`src/assert_macros.svh`:
```
// Assertion macros shared by the glyph pipeline RTL
`ifndef ASSERT_MACROS_SVH
`define ASSERT_MACROS_SVH

// Property checked on every rising clk edge outside reset
`define PTA_ASSERT(label, prop, msg) \
  label: assert property (@(posedge clk) disable iff (!rst_n) (prop)) else $error(msg);

// Condition that must never be seen outside reset
`define PTA_ASSERT_NEVER(label, cond, msg) \
  `PTA_ASSERT(label, !(cond), msg)

`endif

```
`src/pta_pkg.sv`:
```
// Shared types, constants and the ramp lookup for the glyph pipeline
`default_nettype none
package pta_pkg;

  // Configuration register indexes
  typedef enum logic [1:0] {
    REG_GAIN   = 2'd0,
    REG_THRESH = 2'd1
  } cfg_idx_t;

  localparam logic [11:0] GAIN_RESET   = 12'd256;
  localparam logic [11:0] THRESH_RESET = 12'd256;

  // Direction tangents, Q16
  localparam logic [14:0] TAN_LOW  = 15'd27146;
  localparam logic [17:0] TAN_HIGH = 18'd158218;

  // Rec.709 luma weights, Q16
  localparam logic [13:0] LUMA_R = 14'd13933;
  localparam logic [15:0] LUMA_G = 16'd46871;
  localparam logic [12:0] LUMA_B = 13'd4732;

  // One ramp step of luma: 255 * 65536 / 12
  localparam logic [20:0] LUMA_STEP  = 21'd1392640;
  localparam int          RAMP_LEN   = 12;

  // Edge glyphs
  localparam logic [6:0] CH_UNDER = 7'h5F;
  localparam logic [6:0] CH_SLASH = 7'h2F;
  localparam logic [6:0] CH_BACK  = 7'h5C;
  localparam logic [6:0] CH_BAR   = 7'h7C;

  // Stage 1: scaled colour, squared gradients, tangent products
  typedef struct packed {
    logic [7:0]  red;
    logic [7:0]  green;
    logic [7:0]  blue;
    logic [22:0] gx_sq;
    logic [22:0] gy_sq;
    logic [23:0] thr_sq;
    logic [11:0] ay;
    logic [29:0] ax_tan_high;
    logic [26:0] ax_tan_low;
    logic        gx_pos;
    logic        gy_pos;
  } s1_t;

  // Stage 2: edge decision and luma partial products
  typedef struct packed {
    logic [7:0]  red;
    logic [7:0]  green;
    logic [7:0]  blue;
    logic        is_edge;
    logic [6:0]  edge_glyph;
    logic [21:0] luma_r;
    logic [23:0] luma_g;
    logic [20:0] luma_b;
  } s2_t;

  // Stage 3: summed luma
  typedef struct packed {
    logic [7:0]  red;
    logic [7:0]  green;
    logic [7:0]  blue;
    logic        is_edge;
    logic [6:0]  edge_glyph;
    logic [23:0] luma;
  } s3_t;

  // Ramp " .-=+*x#$&X@", dark to bright
  function automatic logic [6:0] ramp_char(input logic [3:0] idx);
    logic [6:0] ch;
    case (idx)
      4'd0:    ch = 7'h20;
      4'd1:    ch = 7'h2E;
      4'd2:    ch = 7'h2D;
      4'd3:    ch = 7'h3D;
      4'd4:    ch = 7'h2B;
      4'd5:    ch = 7'h2A;
      4'd6:    ch = 7'h78;
      4'd7:    ch = 7'h23;
      4'd8:    ch = 7'h24;
      4'd9:    ch = 7'h26;
      4'd10:   ch = 7'h58;
      default: ch = 7'h40;
    endcase
    return ch;
  endfunction

endpackage
`default_nettype wire

```
`src/pta_in_if.sv`:
```
// Pixel input channel: colour plus producer gradients
`default_nettype none
interface pta_in_if;
  logic              valid;
  logic              ready;
  logic [7:0]        red_in;
  logic [7:0]        green_in;
  logic [7:0]        blue_in;
  logic signed [11:0] grad_horiz;
  logic signed [11:0] grad_vert;

  modport source (output valid, red_in, green_in, blue_in, grad_horiz, grad_vert,
                  input ready);
  modport sink   (input valid, red_in, green_in, blue_in, grad_horiz, grad_vert,
                  output ready);
endinterface
`default_nettype wire

```
`src/pta_out_if.sv`:
```
// Result channel: glyph code plus brightened colour
`default_nettype none
interface pta_out_if;
  logic       valid;
  logic       ready;
  logic [6:0] glyph;
  logic [7:0] red_out;
  logic [7:0] green_out;
  logic [7:0] blue_out;

  modport source (output valid, glyph, red_out, green_out, blue_out, input ready);
  modport sink   (input valid, glyph, red_out, green_out, blue_out, output ready);
endinterface
`default_nettype wire

```
`src/pta_front.sv`:
```
// Stage 1: colour gain, gradient squares and direction products
`default_nettype none
module pta_front import pta_pkg::*; (
  input  wire logic        clk,
  input  wire logic        rst_n,
  pta_in_if.sink           in_pix,
  input  wire logic [11:0] gain,
  input  wire logic [11:0] thresh,
  output logic             s1_valid,
  output s1_t              s1_data,
  input  wire logic        s1_ready
);

  logic        valid_r;
  s1_t         data_r;
  s1_t         data_nxt;
  logic        load;
  logic [11:0] ax;
  logic [11:0] ay;
  logic signed [23:0] gx_sq_full;
  logic signed [23:0] gy_sq_full;

  // Gain in Q4.8, truncate, saturate at 255
  function automatic logic [7:0] scale_chan(input logic [7:0] c, input logic [11:0] g);
    logic [19:0] prod;
    prod = 20'(c) * 20'(g);
    return (|prod[19:16]) ? 8'hFF : prod[15:8];
  endfunction

  assign in_pix.ready = !valid_r || s1_ready;
  assign load         = in_pix.valid && in_pix.ready;

  // Stage 1 datapath
  always_comb begin
    ax = in_pix.grad_horiz[11] ? 12'(-in_pix.grad_horiz) : 12'(in_pix.grad_horiz);
    ay = in_pix.grad_vert[11]  ? 12'(-in_pix.grad_vert)  : 12'(in_pix.grad_vert);
    gx_sq_full = 24'(in_pix.grad_horiz) * 24'(in_pix.grad_horiz);
    gy_sq_full = 24'(in_pix.grad_vert) * 24'(in_pix.grad_vert);

    data_nxt.red         = scale_chan(in_pix.red_in, gain);
    data_nxt.green       = scale_chan(in_pix.green_in, gain);
    data_nxt.blue        = scale_chan(in_pix.blue_in, gain);
    data_nxt.gx_sq       = gx_sq_full[22:0];
    data_nxt.gy_sq       = gy_sq_full[22:0];
    data_nxt.thr_sq      = 24'(thresh) * 24'(thresh);
    data_nxt.ay          = ay;
    data_nxt.ax_tan_high = 30'(ax) * 30'(TAN_HIGH);
    data_nxt.ax_tan_low  = 27'(ax) * 27'(TAN_LOW);
    data_nxt.gx_pos      = !in_pix.grad_horiz[11] && (|in_pix.grad_horiz);
    data_nxt.gy_pos      = !in_pix.grad_vert[11] && (|in_pix.grad_vert);
  end

  // Valid bit
  always_ff @(posedge clk) begin
    if (!rst_n) begin
      valid_r <= 1'b0;
    end else if (in_pix.ready) begin
      valid_r <= in_pix.valid;
    end
  end

  // Payload
  always_ff @(posedge clk) begin
    if (load) begin
      data_r <= data_nxt;
    end
  end

  assign s1_valid = valid_r;
  assign s1_data  = data_r;

endmodule
`default_nettype wire

```
`src/pta_classify.sv`:
```
// Stages 2 and 3: edge test, direction, luma products and luma sum
`default_nettype none
module pta_classify import pta_pkg::*; (
  input  wire logic clk,
  input  wire logic rst_n,
  input  wire logic s1_valid,
  input  wire s1_t  s1_data,
  output logic      s1_ready,
  output logic      s3_valid,
  output s3_t       s3_data,
  input  wire logic s3_ready
);

  logic        s2_valid_r;
  s2_t         s2_r;
  s2_t         s2_nxt;
  logic        s2_ready;
  logic        s3_valid_r;
  s3_t         s3_r;
  s3_t         s3_nxt;
  logic        s3_in_ready;
  logic [23:0] mag_sq;
  logic [29:0] lhs;

  assign s3_in_ready = !s3_valid_r || s3_ready;
  assign s2_ready    = !s2_valid_r || s3_in_ready;
  assign s1_ready    = s2_ready;

  // Stage 2: magnitude test, sector choice, luma weights
  always_comb begin
    mag_sq = 24'(s1_data.gx_sq) + 24'(s1_data.gy_sq);
    lhs    = {2'b00, s1_data.ay, 16'd0};

    s2_nxt.red     = s1_data.red;
    s2_nxt.green   = s1_data.green;
    s2_nxt.blue    = s1_data.blue;
    s2_nxt.is_edge = mag_sq > s1_data.thr_sq;
    if (lhs > s1_data.ax_tan_high) begin
      s2_nxt.edge_glyph = CH_UNDER;
    end else if (lhs >= 30'(s1_data.ax_tan_low)) begin
      s2_nxt.edge_glyph = (s1_data.gx_pos == s1_data.gy_pos) ? CH_SLASH : CH_BACK;
    end else begin
      s2_nxt.edge_glyph = CH_BAR;
    end
    s2_nxt.luma_r = 22'(s1_data.red) * 22'(LUMA_R);
    s2_nxt.luma_g = 24'(s1_data.green) * 24'(LUMA_G);
    s2_nxt.luma_b = 21'(s1_data.blue) * 21'(LUMA_B);
  end

  // Stage 3: luma sum
  always_comb begin
    s3_nxt.red        = s2_r.red;
    s3_nxt.green      = s2_r.green;
    s3_nxt.blue       = s2_r.blue;
    s3_nxt.is_edge    = s2_r.is_edge;
    s3_nxt.edge_glyph = s2_r.edge_glyph;
    s3_nxt.luma       = 24'(s2_r.luma_r) + s2_r.luma_g + 24'(s2_r.luma_b);
  end

  // Valid bits
  always_ff @(posedge clk) begin
    if (!rst_n) begin
      s2_valid_r <= 1'b0;
      s3_valid_r <= 1'b0;
    end else begin
      if (s2_ready) begin
        s2_valid_r <= s1_valid;
      end
      if (s3_in_ready) begin
        s3_valid_r <= s2_valid_r;
      end
    end
  end

  // Payload
  always_ff @(posedge clk) begin
    if (s1_valid && s2_ready) begin
      s2_r <= s2_nxt;
    end
    if (s2_valid_r && s3_in_ready) begin
      s3_r <= s3_nxt;
    end
  end

  assign s3_valid = s3_valid_r;
  assign s3_data  = s3_r;

endmodule
`default_nettype wire

```
`src/pta_glyph_out.sv`:
```
// Stage 4: ramp index, glyph choice and the output register
`default_nettype none
module pta_glyph_out import pta_pkg::*; (
  input  wire logic clk,
  input  wire logic rst_n,
  input  wire logic s3_valid,
  input  wire s3_t  s3_data,
  output logic      s3_ready,
  pta_out_if.source out_res
);

  logic       valid_r;
  logic [6:0] glyph_r;
  logic [6:0] glyph_nxt;
  logic [7:0] red_r;
  logic [7:0] green_r;
  logic [7:0] blue_r;
  logic [3:0] idx;

  assign s3_ready = !valid_r || out_res.ready;

  // Ramp index: count the steps the luma has passed, top step clamps to the last
  always_comb begin
    idx = 4'd0;
    for (int k = 1; k < RAMP_LEN; k++) begin
      if (s3_data.luma >= 24'(k * LUMA_STEP)) begin
        idx = idx + 4'd1;
      end
    end
    glyph_nxt = s3_data.is_edge ? s3_data.edge_glyph : ramp_char(idx);
  end

  // Valid bit
  always_ff @(posedge clk) begin
    if (!rst_n) begin
      valid_r <= 1'b0;
    end else if (s3_ready) begin
      valid_r <= s3_valid;
    end
  end

  // Output word
  always_ff @(posedge clk) begin
    if (s3_valid && s3_ready) begin
      glyph_r <= glyph_nxt;
      red_r   <= s3_data.red;
      green_r <= s3_data.green;
      blue_r  <= s3_data.blue;
    end
  end

  assign out_res.valid     = valid_r;
  assign out_res.glyph     = glyph_r;
  assign out_res.red_out   = red_r;
  assign out_res.green_out = green_r;
  assign out_res.blue_out  = blue_r;

endmodule
`default_nettype wire

```
`src/pixel_to_ascii_glyph.sv`:
```
// Pixel to ASCII-art glyph converter: top level with configuration registers
//
// Usage:
//   in_pix  : one pixel word per handshake (RGB plus horizontal and vertical
//             gradients); taken on a clk edge with valid and ready both high.
//   out_res : one result word per pixel (glyph code and brightened RGB), in
//             input order.
//   cfg_*   : write port; index 0 is the Q4.8 gain, index 1 the edge
//             threshold, other indexes are ignored. Write only when idle.
// Pipeline: four register stages (gain/squares, edge test/luma weights, luma
//   sum, ramp lookup with output register).
// Throughput: one pixel per clock, set by the stage-to-stage valid/ready
//   chain; every stage advances each cycle its successor can take data.
// Reset (rst_n low, synchronous): all stage valid bits clear, gain and
//   threshold return to 256.
// Receiver stall: the output register holds its word; earlier stages keep
//   filling empty slots, and in_pix.ready drops once all four are full.
`default_nettype none
`include "assert_macros.svh"
module pixel_to_ascii_glyph import pta_pkg::*; (
  input  wire logic        clk,
  input  wire logic        rst_n,
  input  wire logic        cfg_we,
  input  wire logic [1:0]  cfg_index,
  input  wire logic [11:0] cfg_wdata,
  pta_in_if.sink           in_pix,
  pta_out_if.source        out_res
);

  logic [11:0] gain_r;
  logic [11:0] thresh_r;
  logic        s1_valid;
  s1_t         s1_data;
  logic        s1_ready;
  logic        s3_valid;
  s3_t         s3_data;
  logic        s3_ready;

  // Configuration registers
  always_ff @(posedge clk) begin
    if (!rst_n) begin
      gain_r   <= GAIN_RESET;
      thresh_r <= THRESH_RESET;
    end else if (cfg_we) begin
      case (cfg_idx_t'(cfg_index))
        REG_GAIN:   gain_r   <= cfg_wdata;
        REG_THRESH: thresh_r <= cfg_wdata;
        default:    ;
      endcase
    end
  end

  pta_front u_front (
    .clk      (clk),
    .rst_n    (rst_n),
    .in_pix   (in_pix),
    .gain     (gain_r),
    .thresh   (thresh_r),
    .s1_valid (s1_valid),
    .s1_data  (s1_data),
    .s1_ready (s1_ready)
  );

  pta_classify u_classify (
    .clk      (clk),
    .rst_n    (rst_n),
    .s1_valid (s1_valid),
    .s1_data  (s1_data),
    .s1_ready (s1_ready),
    .s3_valid (s3_valid),
    .s3_data  (s3_data),
    .s3_ready (s3_ready)
  );

  pta_glyph_out u_glyph_out (
    .clk      (clk),
    .rst_n    (rst_n),
    .s3_valid (s3_valid),
    .s3_data  (s3_data),
    .s3_ready (s3_ready),
    .out_res  (out_res)
  );

  // Checks
  `PTA_ASSERT(a_ready_when_out_empty, !out_res.valid |-> in_pix.ready, "input stalled with empty output")
  `PTA_ASSERT(a_word_emerges, (in_pix.valid && in_pix.ready) ##1 out_res.ready ##1 out_res.ready ##1 out_res.ready |=> out_res.valid, "accepted word did not reach output")
  `PTA_ASSERT_NEVER(a_stall_backpressure, s3_valid && !s3_ready && s1_valid && s1_ready && !out_res.valid, "stage 3 blocked with empty output")

endmodule
`default_nettype wire
```
`src/flat_wrapper.sv`:
```
// flat-port wrapper written by rule: the top's interface ports become plain ports
module pixel_to_ascii_glyph_flat import pta_pkg::*;
  (clk, rst_n, cfg_we, cfg_index, cfg_wdata, in_pix_valid, in_pix_red_in, in_pix_green_in, in_pix_blue_in, in_pix_grad_horiz, in_pix_grad_vert, in_pix_ready, out_res_valid, out_res_glyph, out_res_red_out, out_res_green_out, out_res_blue_out, out_res_ready);
  pta_in_if in_pix_i ();
  pta_out_if out_res_i ();
  input  wire logic clk;
  input  wire logic rst_n;
  input  wire logic cfg_we;
  input  wire logic [1:0] cfg_index;
  input  wire logic [11:0] cfg_wdata;
  input wire logic [$bits(in_pix_i.valid)-1:0] in_pix_valid;
  input wire logic [$bits(in_pix_i.red_in)-1:0] in_pix_red_in;
  input wire logic [$bits(in_pix_i.green_in)-1:0] in_pix_green_in;
  input wire logic [$bits(in_pix_i.blue_in)-1:0] in_pix_blue_in;
  input wire logic [$bits(in_pix_i.grad_horiz)-1:0] in_pix_grad_horiz;
  input wire logic [$bits(in_pix_i.grad_vert)-1:0] in_pix_grad_vert;
  output wire logic [$bits(in_pix_i.ready)-1:0] in_pix_ready;
  output wire logic [$bits(out_res_i.valid)-1:0] out_res_valid;
  output wire logic [$bits(out_res_i.glyph)-1:0] out_res_glyph;
  output wire logic [$bits(out_res_i.red_out)-1:0] out_res_red_out;
  output wire logic [$bits(out_res_i.green_out)-1:0] out_res_green_out;
  output wire logic [$bits(out_res_i.blue_out)-1:0] out_res_blue_out;
  input wire logic [$bits(out_res_i.ready)-1:0] out_res_ready;
  assign in_pix_i.valid = in_pix_valid;
  assign in_pix_i.red_in = in_pix_red_in;
  assign in_pix_i.green_in = in_pix_green_in;
  assign in_pix_i.blue_in = in_pix_blue_in;
  assign in_pix_i.grad_horiz = in_pix_grad_horiz;
  assign in_pix_i.grad_vert = in_pix_grad_vert;
  assign in_pix_ready = in_pix_i.ready;
  assign out_res_valid = out_res_i.valid;
  assign out_res_glyph = out_res_i.glyph;
  assign out_res_red_out = out_res_i.red_out;
  assign out_res_green_out = out_res_i.green_out;
  assign out_res_blue_out = out_res_i.blue_out;
  assign out_res_i.ready = out_res_ready;
  pixel_to_ascii_glyph u_core (.clk(clk), .rst_n(rst_n), .cfg_we(cfg_we), .cfg_index(cfg_index), .cfg_wdata(cfg_wdata), .in_pix(in_pix_i), .out_res(out_res_i));
endmodule
```
`config.mk`:
```
export PLATFORM = sky130hd
export DESIGN_NAME = pixel_to_ascii_glyph_flat
export DESIGN_NICKNAME = d
export VERILOG_FILES = /design/src/pta_pkg.sv /design/src/pta_in_if.sv /design/src/pta_out_if.sv /design/src/pta_front.sv /design/src/pta_classify.sv /design/src/pta_glyph_out.sv /design/src/pixel_to_ascii_glyph.sv /design/src/flat_wrapper.sv
export VERILOG_INCLUDE_DIRS = /design/src /design/src/src
export SDC_FILE = /design/constraint.sdc
export NUM_CORES = 2
export LEC_CHECK = 0
export BUFFER_PORTS_ARGS = -buffer_cell sky130_fd_sc_hd__buf_2
export CELL_PAD_IN_SITES_DETAIL_PLACEMENT = 0
export CELL_PAD_IN_SITES_GLOBAL_PLACEMENT = 2
export CORE_ASPECT_RATIO = 1.2
export CORE_MARGIN = 4
export CORE_UTILIZATION = 27
export DETAILED_ROUTE_END_ITERATION = 8
export PLACE_DENSITY = 0.65
export SYNTH_ARGS = -nofsm -noshare
export SYNTH_HDL_FRONTEND = slang
export SYNTH_SLANG_ARGS = --single-unit
```
`constraint.sdc`:
```
create_clock -name clk -period 21.3 [get_ports clk]
set_clock_uncertainty 0.1 [all_clocks]
set_input_delay 4.26 -clock clk [delete_from_list [all_inputs] [get_ports clk]]
set_output_delay 4.26 -clock clk [all_outputs]
set_load 0.05 [all_outputs]
```
==> flow_summary.ini <==
[timing]
hold_violations = 0
tightest_slew_ns = 1.12
setup-tns-final_ns = 0
rsz0062_at_grt = false
min_period_over_period = 0.489
max_freq_ghz = 0.0959
max_slew_margin = 0.253
setup_violations = 0
drv_slew = 0
layout_min_cycle_time_ns = 10.42

[status]
status = finished clean

[clocking]
numCtsBuffers = 44
clock_sinks = 328
h-tree-depth = 2
cts_max_path_buffers = 3
postCtsHoldBufs = 0
ctsResizeCount = 0
clk_pin_slew_ns = 0.06
cts-root-buf = clkbuf_16
worstSkewPairLatency_ns = 0.60
post_cts_buffers = 0
cts_tree = built

[global_route]
overflow = 0
grt_pass1_wl_um = 177000
grt_max_degree = 84
grt_pass1_vias = 32232
grt.total_usage = 0.125
grt_antenna_before_repair = 17

[floorplanning]
coreArea_um2 = 167000
die_w_um = 382
dieArea_um2 = 175000
ioPinCount = 100
rows = 164
dieHeight_um = 457
start_util = 0.272

[worst_setup_path]
cpLargestDelayFamily = simple AND/OR/NAND/NOR gates
timing.rr.start = u_core.u_classify.s3_data[23]$_DFFE_PP_
crit_top_cell = buf_2
critPathMaxFanout = 6
crit_slowest_cell = and2_0
cp_slowest_stage_delay_ns = 0.60
cp-start-kind = input port
cp-end-kind = primary output
r2r_cells = 26
worst-r2r-setup-slack_ns = 13.53
crit_chain = buf_2 > nor2b_1 > and2_0 > nand3_1 > buf_2
worst-path-buf-inv = 2
worstReg2RegEnd = u_core.u_glyph_out.out_res.glyph[4]$_DFFE_PP_
cp.required_ns = 16.94
cp.arrival_ns = 6.06
worstSetupPathType = input port to primary output

[synth]
synthFlopType = edfxtp_1
synthArstFlopShare = 0
syn_inst = 4427
yosys.area.top_type = fa_1
synth_area_leaders = fa_1, edfxtp_1, ha_1, inv_1, and2_1
syn_area_per_cell_um2 = 10.2
synth_top_cell_area_share = 0.281
yosysSeqAreaShare = 0.211
syn_nets = 5793
yosysUniqueCellTypes = 87
ys_warn_count = 0
ys_ff_latch = 328
synth_edf_count = 300
synthesis.area_um2 = 45400

[detailed_routing]
post_drt_wl_per_cell_um = 15.7
drtIter0Drc = 930
num_vias = 29348
vias_per_cell = 4.34
ant_nets = 0
dr.pass1.iters = 5
routed_wl_um = 106000
route.detailed.drc = 0

[final_layout]
final_common_cell = inv_1
nets = 5849
fill_cells = 17348
drive_gt1_frac = 0.0514
multi_input_area_um2 = 32300
regArea_um2 = 9570
area_delta_synth_final_pct = 9.80
final_cell_mix = inv_1, ha_1, fa_1

[place]
numPortBuffers = 99
place_hpwl_um = 87200
place.gp.congestion = 0.783

[hold_path]
hold_end = u_core.u_glyph_out.out_res.green_out[0]$_DFFE_PP_
hold_depth = 0
worstHoldStart = u_core.u_classify.s3_data[40]$_DFFE_PP_
min_path_type = flop to flop

[run]
max-cap-violations = 0
state kept, by name, summed over array words and instances, names as in the netlist:
register / cells
u_core.gain_r: 12
u_core.thresh_r: 12
u_core.u_classify.s2_r: 89
u_core.u_classify.s2_valid_r: 1
u_core.u_classify.s3_data: 38
u_core.u_classify.s3_valid: 1
u_core.u_front.s1_data: 142
u_core.u_front.s1_valid: 1
u_core.u_glyph_out.out_res.blue_out: 8
u_core.u_glyph_out.out_res.glyph: 7
u_core.u_glyph_out.out_res.green_out: 8
u_core.u_glyph_out.out_res.red_out: 8
u_core.u_glyph_out.out_res.valid: 1
worst max-delay path by stage:
stage	start	slack, ns	endpoint	depth (start not counted)
2_1_floorplan	out_res_ready	8.83	u_core.u_front.s1_data[0]$_DFFE_PP_	3
3_3_place_gp	in_pix_grad_horiz[0]	10.54	u_core.u_front.s1_data[57]$_DFFE_PP_	22
3_5_place_dp	in_pix_grad_horiz[0]	10.43	u_core.u_front.s1_data[57]$_DFFE_PP_	22
4_1_cts	out_res_ready	10.86	in_pix_ready	5
5_1_grt	in_pix_grad_horiz[0]	10.74	u_core.u_front.s1_data[57]$_DFFE_PP_	22
6_report	out_res_ready	10.88	in_pix_ready	5
metrics by stage:
step | worst slack (ns) | cell area [um2] | utilization | hold slack [ns] | std cells
2_1_floorplan | 8.83 | 45400 | - | 0.300 | 4427
3_3_place_gp | 10.54 | 48400 | 0.290 | 0.303 | 6678
6_report | 10.88 | 49800 | 0.299 | 0.302 | 6765
5_1_grt | 10.74 | 49800 | 0.298 | 0.317 | 6758
3_5_place_dp | 10.43 | 48400 | 0.290 | 0.305 | 6678
4_1_cts | 10.86 | 49800 | 0.298 | 0.300 | 6756
routing by layer:
layer / global-route usage / up-vias / share of wire
li1: - / 14548 / -
met2: 0.216 / 237 / 0.48
met4: 0.0264 / 0 / 0.019
met5: 0 / - / 0
met3: 0.0156 / 94 / 0.025
met1: 0.168 / 14469 / 0.47
cells by family (layout without fill, tap and decap cells):
kind of cell,Yosys count,after routing,share of synthesized area
XOR/XNOR,216,216,0.0433
flip-flops,328,328,0.211
AO/OA/AOI/OAI,527,527,0.0761
multiplexers,13,13,0.00323
AND/OR/NAND/NOR,1122,1122,0.126
buffers and inverters,922,1010,0.0770
adder cells (fa/ha/maj),1299,1299,0.464
other,0,9,0
cells in the mapped netlist (all sizes together), types with 43 or more instances:
cell	number
inv	809
ha	663
fa	636
nand2	331
and2	301
edfxtp	300
nor2	182
xnor2	170
a21oi	124
o21ai	124
clkbuf	102
nor3	47
a21boi	46
a21o	44
nor2b	43
area by class of cell:
class | count | area share
sequential | 328 | 0.192
inverter | 812 | 0.0612
clock buffer | 51 | 0.0230
antenna | 9 | 0.000452
tap | 2241 | 0.0563
timing repair buffer | 120 | 0.0131
multi-input combinational | 3177 | 0.649
clock inverter | 27 | 0.00452
Power is left out: the tool's default activity adds up to more than one toggle a clock period on the data nets, which glitch-free logic cannot reach.
